File: src/hdl/hpt_pkg.sv
// ----------------------------------------------------------------------------
// hpt_pkg
// Types, constants, the divider step function and the saturation function.
// ----------------------------------------------------------------------------
`timescale 1ns / 1ps
`default_nettype none

package hpt_pkg;

    localparam int ROW_LAT   = 5;
    localparam int DIV_STEPS = 80;
    localparam int NUM_LANES = 3;
    localparam int CFG_IDX_W = 4;

    localparam logic [CFG_IDX_W-1:0] REG_OUTX_XY = 4'd0;
    localparam logic [CFG_IDX_W-1:0] REG_OUTX_ZC = 4'd1;
    localparam logic [CFG_IDX_W-1:0] REG_OUTY_XY = 4'd2;
    localparam logic [CFG_IDX_W-1:0] REG_OUTY_ZC = 4'd3;
    localparam logic [CFG_IDX_W-1:0] REG_OUTZ_XY = 4'd4;
    localparam logic [CFG_IDX_W-1:0] REG_OUTZ_ZC = 4'd5;
    localparam logic [CFG_IDX_W-1:0] REG_OUTW_XY = 4'd6;
    localparam logic [CFG_IDX_W-1:0] REG_OUTW_ZC = 4'd7;

    localparam logic [63:0] ONE_LOW  = 64'h0000_0000_0001_0000;
    localparam logic [63:0] ONE_HIGH = 64'h0001_0000_0000_0000;

    localparam logic [31:0] SAT_MAX = 32'h7FFF_FFFF;
    localparam logic [31:0] SAT_MIN = 32'h8000_0000;

    // one row of the matrix, reduced to sign and magnitude
    typedef struct packed {
        logic        neg;
        logic        zero;
        logic [63:0] mag;
        logic [31:0] zres;   // saturated result for the undivided case
    } row_res_t;

    // one divider lane
    typedef struct packed {
        logic [63:0] rem;
        logic [63:0] num;
        logic [30:0] quo;
        logic        ovf;    // quotient reached 2^31
        logic        neg;
        logic [31:0] zres;
    } div_lane_t;

    typedef struct packed {
        logic [31:0] z;
        logic [31:0] y;
        logic [31:0] x;
        logic        wz;
    } result_t;

    function automatic logic [31:0] sat_q16(input logic neg, input logic ovf,
                                            input logic [30:0] q);
        logic [31:0] m;
        m = {1'b0, q};
        if (!neg)
            sat_q16 = ovf ? SAT_MAX : m;
        else
            sat_q16 = ovf ? SAT_MIN : (32'd0 - m);
    endfunction

    // one restoring step: shift in the next dividend bit, subtract if it fits
    function automatic div_lane_t div_step(input div_lane_t l, input logic [63:0] d);
        div_lane_t   o;
        logic [64:0] rs;
        logic        qb;
        o  = l;
        rs = {l.rem, l.num[63]};
        qb = (rs >= {1'b0, d});
        o.rem = qb ? (rs[63:0] - d) : rs[63:0];
        o.num = {l.num[62:0], 1'b0};
        o.ovf = l.ovf | l.quo[30];
        o.quo = {l.quo[29:0], qb};
        return o;
    endfunction

endpackage

`default_nettype wire

File: src/hdl/hpt_skid.sv
// ----------------------------------------------------------------------------
// hpt_skid
// Output register plus one skid entry; stalls the pipeline when the skid fills.
// ----------------------------------------------------------------------------
`timescale 1ns / 1ps
`default_nettype none

module hpt_skid
    import hpt_pkg::*;
(
    input  wire logic clk,
    input  wire logic rst_n,
    input  wire logic in_valid,
    input  result_t   in_data,
    output logic      ce,
    output logic      out_valid,
    input  wire logic out_ready,
    output result_t   out_data
);

    logic    out_valid_reg, skid_valid_reg;
    result_t out_data_reg, skid_data_reg;
    logic    out_free;

    assign ce       = !skid_valid_reg;
    assign out_free = !out_valid_reg || out_ready;

    always_ff @(posedge clk or negedge rst_n)
    begin
        if (!rst_n)
        begin
            out_valid_reg  <= 1'b0;
            skid_valid_reg <= 1'b0;
        end
        else if (skid_valid_reg)
        begin
            if (out_ready)
                skid_valid_reg <= 1'b0;
        end
        else if (out_free)
            out_valid_reg <= in_valid;
        else if (in_valid)
            skid_valid_reg <= 1'b1;
    end

    always_ff @(posedge clk)
    begin
        if (skid_valid_reg)
        begin
            if (out_ready)
                out_data_reg <= skid_data_reg;
        end
        else if (out_free)
            out_data_reg <= in_data;
        else
            skid_data_reg <= in_data;
    end

    assign out_valid = out_valid_reg;
    assign out_data  = out_data_reg;

endmodule

`default_nettype wire

File: config.mk
export PLATFORM = sky130hd
export DESIGN_NAME = hpt_skid
export DESIGN_NICKNAME = d
export VERILOG_FILES = /design/src/hdl/hpt_pkg.sv /design/src/hdl/hpt_skid.sv
export SDC_FILE = /design/constraint.sdc
export NUM_CORES = 1
export LEC_CHECK = 0
export ABC_AREA = 1
export BUFFER_PORTS_ARGS = -buffer_cell sky130_fd_sc_hd__buf_2
export CORE_ASPECT_RATIO = 1.4
export CORE_MARGIN = 4
export CORE_UTILIZATION = 55
export CTS_BUF_LIST = sky130_fd_sc_hd__clkbuf_4
export CTS_CLUSTER_SIZE = 24
export DETAILED_ROUTE_END_ITERATION = 8
export PLACE_DENSITY_LB_ADDON = 0.2
export SLEW_MARGIN = 30
export SYNTH_ARGS = -nofsm -noshare
export SYNTH_HDL_FRONTEND = slang
export SYNTH_SLANG_ARGS = --single-unit
File: constraint.sdc
create_clock -name clk -period 19.2 [get_ports clk]
set_input_delay 3.84 -clock clk [delete_from_list [all_inputs] [get_ports clk]]
set_output_delay 3.84 -clock clk [all_outputs]
set_load 0.005 [all_outputs]
==> reports/results.tsv, run 1 <==
metric	value	unit
postCtsSetupRepairBufs	0	
crit_arrival	1.65	ns
wl_per_cell	15.8	µm
fin_tns_setup	0	ns
drc_errors	0	
rsz0062_at_grt	no	
worst_pin_slew	0.785	ns
cellPowerDensity	102	mW/mm²
tritoncts	done	
cts_resized	0	
dp_hpwl	9600	µm
cts_root_buffer	clkbuf_4	
dr.max_layer_used	met4	
min_period_over_period	28.6	%
ir_drop	68.8	µV
drtPass1Iterations	5	
ant_nets	0	
yosysSeqAreaShare	82.2	%
p_leak	3.79	nW
htreeDepth	4	
cts_buffers	17	
slew_viol_final	0	
met3_wirelength	1130	µm
final_common_cell	nand2_1	
grt-ovfl-total	0	
pwr-share-clk	23.6	%
yosys_warnings	0	
avgSynthCellArea	13.8	µm²
fmax	182	MHz
netlist_instances	520	
ctsHoldBuffers	0	
path_clk_slew	0.16	ns
clockBufferDepth	2	
required	15.36	ns
pwr-share-comb	13.4	%
cp_cell_sequence	clkinv_2, buf_2	
ys_ff_latch	196	
maxCapViolCount	0	
final_nets	825	
io_buffers	199	
drive_gt1_share	32.6	%
design.core.area	0.0128	mm²
hold_class	register to register	
layout_common_cells	nand2_1, buf_2, edfxtp_1, clkbuf_4, inv_6	
finalSetupViolCount	0	
sw_frac_of_total	26.2	%
die_h	143	µm
min_period	5.49	ns
p_seq_share	62.9	%
grt_antenna_before_repair	1	
wl_met1	5740	µm
critPathKind	register to output pin	
cp_max_fo	47	
first_global_vias	4347	
area_growth	20.5	%
critPathTopFamily	flip-flops	
timing.slew.headroom	47.6	%
dieArea	0.0149	mm²
floorplan.initialDensity	55.8	%
path_buf_inv	2	
cp-end-kind	output pin	
switchingPower	0.232	mW
slowest_delay	0.82	ns
finClkSkew	0.0274	ns
clock_sinks	196	
grt_first_pass_wirelength	22200	µm
finalHoldViolCount	0	
totalPowerFinal	0.883	mW
ys_types	11	
status	complete, no violations	
vias_per_cell	5.00	
vias	4459	
boundaryPins	200	
die_w	104	µm
drt_wl_total	14100	µm
synthesis.area	0.00715	mm²
drtIter0Drc	301	
grt_use_total	19.3	%
clk_latency	0.54	ns
wl_met2	6980	µm
cp-start-kind	register	
num_rows	49	
syn_nets	621	
critPathSlowestCell	dfrtp_4	
grt_max_degree	100	
p_int	0.651	mW
gp_congestion	0.790	
==> through the flow <==
stage	worst slack (ns)	hold WS [ns]	area (µm²)	std cells	util [%]
after CTS	13.66	0.533	8610	890	67.2
after global routing	13.55	0.553	8610	891	67.2
after floorplan	10.61	0.490	7150	520	-
after detailed placement	13.22	0.504	8340	858	65.1
final	13.71	0.521	8610	891	67.2
after global placement	13.02	0.499	8250	854	64.4
==> layout make-up <==
class / instances / area [µm²]
clock inverter: 15 / 141
multi-input combinational: 301 / 1150
antenna: 1 / 2.50
timing repair buffer: 206 / 1110
tap: 153 / 191
inverter: 2 / 8.76
fill: 940 / 4200
sequential: 196 / 5880
clock buffer: 17 / 128
==> power groups by stage <==
| stage | clock network, mW | logic (mW) | registers, mW |
|---|---|---|---|
| floorplan | 0 | 0.0545 | 0.572 |
| global placement | 0 | 0.108 | 0.569 |
| detailed placement | 0 | 0.121 | 0.566 |
| CTS | 0.214 | 0.121 | 0.556 |
| global route | 0.232 | 0.134 | 0.561 |
| finish | 0.209 | 0.119 | 0.555 |
==> cells by family (layout without fill, tap and decap cells) <==
kind of cell	Yosys count	after routing	synth area share, %
compound gates	1	1	0.0699
simple gates	300	300	15.8
other cells	0	1	0
flops	196	196	82.2
buf+inv	23	240	2.01
==> layer usage <==
metal  GRT usage, %  up-vias
li1               -     2173
met3           6.11       18
met1           25.5     2067
met5              0        -
met4           7.84        0
met2           30.3      201
==> final timing paths <==
| path | from | to | slack [ns] | cells after the start |
|---|---|---|---|---|
| max reg2reg | skid_valid_reg$_DFF_PN0_ | skid_data_reg[71]$_DFFE_PP_ | 16.61 | 3 |
| min reg2reg | skid_data_reg[60]$_DFFE_PP_ | out_data[60]$_DFFE_PP_ | 0.52 | 2 |
| max | skid_valid_reg$_DFF_PN0_ | ce | 13.71 | 2 |
| min | skid_data_reg[60]$_DFFE_PP_ | out_data[60]$_DFFE_PP_ | 0.52 | 2 |
| min in group asynchronous | rst_n | skid_valid_reg$_DFF_PN0_ | 3.07 | 1 |
| max in group asynchronous | rst_n | skid_valid_reg$_DFF_PN0_ | 16.03 | 1 |
==> cells in the mapped netlist <==
master	instances	area (µm²)
nand2_1	298	1120
edfxtp_1	194	5830
buf_2	10	50.1
buf_4	10	75.1
dfrtp_1	2	50.1
buf_6	1	11.3
inv_1	1	3.75
inv_2	1	3.75
nand3_1	1	5.00
nor2_1	1	3.75
o21ai_0	1	5.00
==> worst reg2reg max path, cell delays in order (launching register included) <==
cell	delay, ns
dfrtp_4	0.74
nor2_4	0.57
buf_16	0.24
buf_4	0.63
No activity file was read; power rests on OpenSTA's default activity.
==> run 2: changes to the inputs <==
Settings changed: ABC_AREA 1 to 0, CORE_UTILIZATION 55 to 54.
Clock period 19.2 ns to 5.1 ns, I/O delays scaled along.
==> run 2 against run 1 <==
  * Area after synthesis fell by 0.42%
  * Critical path depth did not move
  * Non-clock buffer count fell by 2
  * Sequential cell count did not move
  * Clock skew fell by 0.0053 ns
  * Largest cell class unchanged
  * First-iteration DRC count fell by 63%
  * Design area fell by 0.62%
==> reports/results.tsv, run 2 <==
metric	value	unit	change
synth_top_area_share	81.8	%	+0.34 points
drc_errors	0		unchanged
fill_cells	916		-2.6%
cellPowerDensity	375	mW/mm²	+270%
netlist_instances	311		-40%
cts_root_buffer	clkbuf_4		
yosys.area.top_type	edfxtp_1		
floorplan.initialDensity	55.3	%	-0.50 points
grt_first_pass_wirelength	19700	µm	-11%
crit_arrival	1.75	ns	+0.10 ns
final_common_cell	buf_2		
drtIter0Drc	112		-63%
wl_met1	5250	µm	-8.6%
min_period_over_period	54.3	%	
min_period	2.77	ns	
yosys_warnings	0		unchanged
timing.slew.headroom	51.7	%	+4.1 points
boundaryPins	200		unchanged
ys.flop_type	edfxtp_1		
grt_antenna_before_repair	1		unchanged
design.core.area	0.0129	mm²	+0.48%
ys_ff_latch	196		unchanged
totalPowerFinal	3.21	mW	+260%
layout_common_cells	buf_2, edfxtp_1, mux2_2, clkbuf_4		
cp-end-kind	output pin		
yosysSeqAreaShare	82.5	%	+0.35 points
async_reset_ff_share	1.02	%	unchanged
worst_pin_slew	0.723	ns	-0.0621 ns
grt-ovfl-total	0		unchanged
vias	3597		-19%
synthesis.area	0.00712	mm²	-0.42%
clk_latency	0.55	ns	about the same
finalSetupViolCount	0		unchanged
num_rows	49		unchanged
ys_types	12		+1
drt_wl_total	13000	µm	-7.9%
avgSynthCellArea	22.9	µm²	+67%
dieArea	0.0151	mm²	+1.3%
ys_top_cells_by_area	edfxtp_1, mux2_2, buf_6		
grt_max_degree	53		-47%
drtPass1Iterations	5		unchanged
clock_sinks	196		unchanged
p_leak	3.25	nW	-14%
postCtsSetupRepairBufs	0		unchanged
stdcell_count	690		-23%
critPathSlowestCell	dfrtp_4		
cp-start-kind	register		
slew_viol_final	0		unchanged
grt_use_total	17.4	%	-1.9 points
required	4.08	ns	-11.28 ns
dr.max_layer_used	met4		
io_buffers	199		unchanged
drive_gt1_share	62.5	%	+30 points
wl_met2	6620	µm	-5.2%
place_ws	2.23	ns	-10.99 ns
cts_resized	0		unchanged
rsz0062_at_grt	no		
cts_buffers	17		unchanged
clockBufferDepth	2		unchanged
cp_cell_sequence	inv_1, buf_2		
htreeDepth	4		unchanged
first_global_vias	3724		-14%
ant_nets	0		unchanged
fin_ws	2.33	ns	-11.38 ns
synth-edff-count	194		unchanged
yosysMostFrequentCell	edfxtp_1		
wl_per_cell	18.9	µm	+19%
fin_tns_setup	0	ns	unchanged
critPathKind	register to output pin		
area_growth	20.2	%	
maxCapViolCount	0		unchanged
finClkSkew	0.0221	ns	-0.00525 ns
dp_hpwl	8740	µm	-9.0%
vias_per_cell	5.21		+4.2%
ys_top_cells_by_count	edfxtp_1, mux2_2, buf_6		
ir_drop	201	µV	+190%
cp_max_fo	51		+8.5%
tritoncts	done		
placedInstanceArea	0.00826	mm²	-0.93%
finalHoldViolCount	0		unchanged
status	complete, no violations		
path_clk_slew	0.15	ns	about the same
place_inst	657		-23%
die_w	105	µm	+0.66%
syn_nets	412		-34%
die_h	144	µm	+0.67%
slowest_delay	0.91	ns	+0.09 ns
design_area	0.00856	mm²	-0.62%
fmax	361	MHz	
hold_class	primary input to asynchronous set/reset pin		
met3_wirelength	861	µm	-24%
gp_congestion	0.749		-5.2%
final_nets	624		-24%
ctsHoldBuffers	0		unchanged
==> run 2: through the flow <==
step                      hold WS, ns  util [%]
after floorplan                 0.523         -
after detailed placement        0.531      64.2
after global placement          0.526      64.2
after global routing            0.152      66.5
final                           0.224      66.5
after CTS                       0.163      66.5
==> run 2: area by class of cell <==
type / instances / area [µm²] / area share (%)
antenna: 1 / 2.50 / 0.0292
clock buffer: 17 / 128 / 1.49
tap: 153 / 191 / 2.24
clock inverter: 15 / 169 / 1.97
sequential: 196 / 5880 / 68.7
multi-input combinational: 103 / 1150 / 13.5
inverter: 1 / 3.75 / 0.0438
timing repair buffer: 204 / 1030 / 12.1
==> run 2: cell families after synthesis <==
kind of cell           synth area share (%)
AND/OR/NAND/NOR                       0.246
buffers and inverters                  1.62
AO/OA/AOI/OAI                         0.299
multiplexers                           15.3
flip-flops                             82.5
==> run 2: power by group <==
part | total, mW | internal, mW | switching, mW
Combinational | 0.346 | 0.174 | 0.172
Clock | 0.839 | 0.306 | 0.533
Sequential | 2.02 | 1.97 | 0.0561
Total | 3.21 | 2.45 | 0.761
==> run 2: metal layers <==
| metal | vias up | global-route usage, % |
|---|---|---|
| met4 | 0 | 8.09 |
| met3 | 22 | 6.02 |
| met1 | 1760 | 21.4 |
| met2 | 136 | 28.0 |
| li1 | 1679 | - |
| met5 | - | 0 |
==> run 2: worst max-delay path, delay by kind of cell, from the launching register on <==
family                 cells  cell delay, ns
flip-flops                 1            0.91
buffers and inverters      2            0.29
==> run 2: path summary, 6_finish.rpt <==
kind / startpoint / endpoint / slack [ns] / depth (start not counted)
max: skid_valid_reg$_DFF_PN0_ / ce / 2.33 / 2
min: rst_n / skid_valid_reg$_DFF_PN0_ / 0.22 / 1
min reg2reg: skid_data_reg[93]$_DFFE_PP_ / out_data[93]$_DFFE_PP_ / 0.54 / 1
max in group asynchronous: rst_n / skid_valid_reg$_DFF_PN0_ / 4.77 / 1
max reg2reg: skid_valid_reg$_DFF_PN0_ / skid_data_reg[9]$_DFFE_PP_ / 2.58 / 2
min in group clk: skid_data_reg[93]$_DFFE_PP_ / out_data[93]$_DFFE_PP_ / 0.54 / 1
==> run 3: changes to the inputs <==
Clock period 5.1 ns to 2.65 ns, I/O delays scaled along.
==> run 3 against run 2 <==
  * Via count is 1.1% higher
  * Combinational power grew 99%
  * Register-to-register slack worse by 1.8 ns
  * Sequential share of layout area fell by 0.64 points
  * Worst setup slack worse by 2.2 ns
  * Sequential cell count unchanged
  * Sequential power increased by 93%
  * Non-clock buffer count is 2 higher
  * Highest routed layer unchanged
==> reports/results.tsv, run 3 (synthesized netlist as in run 2, its figures left out) <==
metric	value	unit	change
drtIter0Drc	123		+9.8%
min_period_over_period	93.5	%	
ant_nets	0		unchanged
cts_buffers	17		unchanged
finalSetupViolCount	0		unchanged
die_w	105	µm	unchanged
vias_per_cell	5.26		+0.82%
totalPowerFinal	6.27	mW	+95%
drc_errors	0		unchanged
grt_antenna_before_repair	1		unchanged
min_period	2.48	ns	
status	complete, no violations		
boundaryPins	200		unchanged
final_common_cell	buf_2		
final_core_util	67.1	%	+0.62 points
timing.slew.headroom	61.9	%	+10 points
rsz0062_at_grt	no		
clock_sinks	196		unchanged
path_clk_slew	0.16	ns	about the same
cp_max_fo	43		-16%
vias	3637		+1.1%
place_ws	0.759	ns	-1.47 ns
maxCapViolCount	0		unchanged
finClkSkew	0.0163	ns	-0.00577 ns
drtPass1Iterations	5		unchanged
io_buffers	199		unchanged
cp-start-kind	register		
clk_latency	0.53	ns	-0.02 ns
critPathKind	register to output pin		
cellPowerDensity	726	mW/mm²	+94%
gp_congestion	0.742		-1.0%
ir_drop	493	µV	+150%
stdcell_count	692		+0.29%
clockBufferDepth	2		unchanged
hold_slack	0.171	ns	-0.0534 ns
grt_first_pass_wirelength	20200	µm	+2.5%
area_growth	21.3	%	
die_h	144	µm	unchanged
place_inst	658		+0.15%
grt_max_degree	68		+28%
finalHoldViolCount	0		unchanged
htreeDepth	4		unchanged
design_area	0.00864	mm²	+0.94%
worst_pin_slew	0.571	ns	-0.152 ns
placedInstanceArea	0.00831	mm²	+0.55%
cp-end-kind	output pin		
ctsHoldBuffers	1		+1
crit_arrival	1.95	ns	+0.20 ns
floorplan.initialDensity	55.3	%	unchanged
reg2reg_setup_slack	0.77	ns	-1.81 ns
final_nets	626		+0.32%
dieArea	0.0151	mm²	unchanged
layout_common_cells	buf_2, edfxtp_1, mux2_2, clkbuf_4		
fin_ws	0.172	ns	-2.16 ns
p_leak	3.28	nW	+0.97%
fin_tns_setup	0	ns	unchanged
grt-ovfl-total	0		unchanged
fmax	404	MHz	
cts_root_buffer	clkbuf_4		
num_rows	49		unchanged
postCtsSetupRepairBufs	0		unchanged
cts_resized	0		unchanged
tritoncts	done		
drt_wl_total	13100	µm	+0.36%
required	2.12	ns	-1.96 ns
first_global_vias	3811		+2.3%
grt_use_total	17.7	%	+0.26 points
wl_per_cell	18.9	µm	about the same
design.core.area	0.0129	mm²	unchanged
slew_viol_final	0		unchanged
hold_class	primary input to register		
drive_gt1_share	62.5	%	about the same
fill_cells	923		+0.76%
dp_hpwl	8870	µm	+1.6%
## run 3: cell types whose count changed in the layout (fill, tap and decap cells not counted), sizes merged
cell         change
buf              +1
bufinv           +1
dlygate4sd3      +1
inv              -1
## run 3: layout make-up
cell class                      count  area, µm²  share of cell area [%]
Tap cell                          153        191                    2.22
Sequential cell                   196       5880                    68.0
Timing Repair Buffer              206       1090                    12.6
Clock inverter                     15        194                    2.24
Clock buffer                       17        128                    1.48
Inverter                            1       3.75                  0.0434
Antenna cell                        1       2.50                  0.0290
Multi-Input combinational cell    103       1150                    13.4
## run 3: per-layer routing
layer / part of all wire (%) / vias up / global-route usage (%) / routed length, µm
met5: 0 / - / 0 / 0
met4: 2.3 / 0 / 7.26 / 306
met3: 7.3 / 22 / 6.52 / 953
met2: 53 / 142 / 29.9 / 6880
met1: 38 / 1785 / 20.6 / 4920
li1: - / 1688 / - / -
## run 3: path summary, 6_finish.rpt
| check | start | end | cells past startpoint |
|---|---|---|---|
| setup / recovery | skid_valid_reg$_DFF_PN0_ | ce | 3 |
| setup reg to reg | skid_valid_reg$_DFF_PN0_ | skid_data_reg[77]$_DFFE_PP_ | 2 |
| max in group asynchronous | rst_n | skid_valid_reg$_DFF_PN0_ | 2 |
| min in group asynchronous | rst_n | out_valid$_DFFE_PN0P_ | 2 |
| hold reg to reg | skid_data_reg[49]$_DFFE_PP_ | out_data[49]$_DFFE_PP_ | 1 |
| hold / removal | in_data[38] | skid_data_reg[38]$_DFFE_PP_ | 1 |
## run 3: power by group
part / internal, mW / switching [mW] / total [mW]
sequential: 3.79 / 0.103 / 3.89
clock: 0.684 / 1.01 / 1.69
combinational: 0.350 / 0.340 / 0.690
## run 3: critical path, cell delays in order, from the launching register on
cell and delay (ns):
dfrtp_4 0.82, buf_12 0.30, inv_1 0.08, buf_2 0.13
